File: config.mk
export PLATFORM = sky130hd
export DESIGN_NAME = bafc_ffs
export DESIGN_NICKNAME = d
export VERILOG_FILES = /design/src/sv/bitmap_and_find_first_clear_macros.svh /design/src/sv/bafc_pkg.sv /design/src/sv/bafc_ffs.sv
export SDC_FILE = /design/constraint.sdc
export NUM_CORES = 1
export LEC_CHECK = 0
export BUFFER_PORTS_ARGS = -buffer_cell sky130_fd_sc_hd__buf_2
export CORE_AREA = 5 5 42 44
export DETAILED_ROUTE_END_ITERATION = 6
export DIE_AREA = 0 0 47 49
export PLACE_DENSITY_LB_ADDON = 0.08
export SLEW_MARGIN = 40
export SYNTH_ARGS = -nofsm -noshare
export SYNTH_HDL_FRONTEND = slang
export SYNTH_SLANG_ARGS = --single-unit
File: constraint.sdc
create_clock -name vclk -period 3.11
set_input_delay 0.7775 -clock vclk [all_inputs]
set_output_delay 0.7775 -clock vclk [all_outputs]
set_load 0.005 [all_outputs]
File: src/sv/bitmap_and_find_first_clear_macros.svh
// Assertion helpers used by bitmap_and_find_first_clear.
`ifndef BITMAP_AND_FIND_FIRST_CLEAR_MACROS_SVH
`define BITMAP_AND_FIND_FIRST_CLEAR_MACROS_SVH

// Same-cycle implication, checked out of reset.
`define BAFC_ASSERT_NOW(lbl, clk, rst_n, ante, cons, msg) \
    lbl: assert property (@(posedge clk) disable iff (!rst_n) (ante) |-> (cons)) \
        else $error(msg);

// Next-cycle implication, checked out of reset.
`define BAFC_ASSERT_NEXT(lbl, clk, rst_n, ante, cons, msg) \
    lbl: assert property (@(posedge clk) disable iff (!rst_n) (ante) |=> (cons)) \
        else $error(msg);

`endif

File: src/sv/bafc_pkg.sv
package bafc_pkg;

    localparam int IDX_W      = 12;
    localparam int BIT_W      = 5;
    localparam int DATA_W     = 32;
    localparam int CWORD_W    = IDX_W - BIT_W;
    localparam int MAX_WORDS  = 1 << CWORD_W;

    localparam logic [1:0] CMD_SET_A = 2'd0;
    localparam logic [1:0] CMD_SET_B = 2'd1;
    localparam logic [1:0] CMD_FIND  = 2'd2;
    localparam logic [1:0] CMD_NOP   = 2'd3;

    typedef struct packed {
        logic rd_en;
        logic wr_a;
        logic wr_b;
    } t_mem_ctl;

endpackage

File: src/sv/bafc_ffs.sv
module bafc_ffs import bafc_pkg::*; (
    input  logic [DATA_W-1:0] i_word,
    output logic              o_any,
    output logic [BIT_W-1:0]  o_bit
);

    // lowest set bit wins: walk down so the last hit is the lowest
    always_comb begin
        o_bit = '0;
        for (int i = DATA_W - 1; i >= 0; i--) begin
            if (i_word[i]) begin
                o_bit = BIT_W'(i);
            end
        end
        o_any = |i_word;
    end

endmodule

==> summary.md <==
| Metric | Value |
|---|---|
| Startpoint Class | primary input |
| Leak pwr | 0.277 nW |
| PortBufs | 38 |
| Dpl hpwl | 1260 µm |
| Chip width | 47 µm |
| Seq. cell area | 0 µm² |
| Finished Layout Cells | 120 |
| Crit-path cells | buf_2 -> nor4_1 -> nand3_1 -> nor3_2 -> nand4_1 -> buf_2 |
| Worst VDD drop | 0.0369 mV |
| Vias per cell | 5.33 |
| Hold path depth | 3 |
| Final Power | 0.0570 mW |
| Final nets | 138 |
| Share of cells above drive strength 1 | 0.423 |
| Final Hold Vio Count | 0 |
| Synthesized Nets | 97 |
| Fmax | 367 MHz |
| Yosys cell types | 24 |
| Antenna-violating nets left | 0 |
| Vias in the first global route | 574 |
| Slew HR | 0.730 |
| First-pass GRT wire length | 2280 µm |
| WP data arrival | 1.95 ns |
| Final setup margin | 0.387 ns |
| GRT overflow | 0 |
| RSZ-0062 raised after global routing | no |
| Setup Crit Path Kind | primary input to output pin |
| WL final | 1380 µm |
| Initial Util | 0.275 |
| Top cells by area, synth | nor4_1 11%, nor2_1 9.7%, a21oi_1 9.1% |
| Period utilisation layout | 0.875 |
| Largest net degree at the start of global routing | 6 |
| Placed instance area | 603 µm² |
| Number of diodes | 0 |
| DRC errors left | 0 |
| Final Cell Area | 603 µm² |
| Worst setup EP type | output pin |
| Post-Syn Instances | 65 |
| Die Ht | 49 µm |
| DR vias | 640 |
| Filler cells | 177 |
| Gr usage total | 0.120 |
| Gp weighted congestion | 0.741 |
| Critical Path Most Common Cell | buf_2 |
| Hold Startpoint | i_word[0] |
| WL/cell | 11.5 µm |
| Cell area after synthesis | 385 µm² |
| Mean Syn Cell Area | 5.93 µm² |
| Yosys warns | 0 |
| Power density over the cells | 94.5 mW/mm² |
| Final Util | 0.430 |
| Footprint of the multi-input gates | 363 µm² |
| DR pass1 iterations | 4 |
| Slew Limit Fails | 0 |
| DR iter-0 viols | 3 |
| Worst path max stage delay | 0.39 ns |
| CP delay by family, top | simple AND/OR/NAND/NOR gates |
| Placed Cells | 120 |
| Post-synth top area share | 0.114 |
| Register area share after synthesis | 0 |
| Setup Viol. Count Final | 0 |
| Status | finished, final reports clean |
| # Post-CTS Setup Buffers | 0 |
| Hold WC Path Type | primary input to output pin |
| Slowest-stage cell, CP | nor4_1 |
| Cell type with the largest total area after synthesis | nor4_1 |
| # IOs | 38 |
| Post_cts resized | 0 |
| Area growth syn-to-layout | 56.5% |
| Critical path data required time | 2.33 ns |
| Std cell rows | 14 |
| Final worst path period need | 2.72 ns |
| Flip-flop and latch count | 0 |
| Setup TNS | 0 ns |
| Setup Slack @ Placement | 0.368 ns |
| Worst-Margin Slew | 0.401 ns |
| Antenna violations before repair | 0 |
| # Max-Cap Violations | 0 |
| Core Region | 0.00140 mm² |
| Hold Crit Endpoint | o_bit[0] |
| Crit-path max FO | 3 |
| Worst path bufs/invs | 2 |
| Hold buffer count at CTS | 0 |
| Clock buf count | 0 |
| Die Area | 0.00230 mm² |
| Final hold slack | 1.83 ns |
-- power by group --
| group | internal (mW) | leakage [nW] | switching (mW) |
|---|---|---|---|
| Clock | 0 | 0 | 0 |
| Sequential | 0 | 0 | 0 |
| Combinational | 0.0270 | 0.277 | 0.0300 |
-- cell usage after synthesis (all sizes together) --
master   instances
a2111oi          2
a211oi           1
a21boi           1
a21o             1
a21oi            7
a221oi           1
and2             1
inv              6
nand2            3
nand3            1
nand4            1
nor2            10
nor2b            1
nor3             7
nor3b            2
nor4             7
o2111ai          1
o21a             1
o21ai            3
o31ai            4
or4              4
-- worst max-delay path by stage --
stage | from | endpoint | slack [ns] | cells after the start
3_5_place_dp | i_word[27] | o_any | 0.37 | 6
6_report | i_word[27] | o_any | 0.39 | 6
5_1_grt | i_word[27] | o_any | 0.27 | 6
4_1_cts | i_word[27] | o_any | 0.37 | 6
2_1_floorplan | i_word[19] | o_bit[2] | 0.67 | 4
3_3_place_gp | i_word[19] | o_bit[2] | 0.38 | 6
-- cells in the final DEF, fill, tap and decap left out, types with 3 or more instances in the layout --
cell / instances
buf_2: 38
nor2_1: 10
nor4_1: 7
a21oi_1: 7
inv_1: 6
nor3_1: 5
o31ai_1: 4
nand2_1: 3
-- per-layer routing --
metal  share of wire  GRT usage  wire length (µm)
met5               0          0                 0
met1            0.43      0.174               600
met2            0.49      0.199               676
met3           0.075     0.0111               104
met4               0          0                 0
-- cell type report --
class	instances	area share
inverters	6	0.0373
multi-input cells	59	0.602
well taps	16	0.0332
repair buffers	39	0.328
-- logic make-up (layout without fill, tap and decap cells) --
kind of cell / Yosys count / after routing / synth area share
AOI/OAI and AO/OA: 22 / 22 / 0.386
buffers and inverters: 6 / 45 / 0.0584
and+or+nand+nor: 37 / 37 / 0.555
Note: power is estimated with default switching activity, not from simulation.
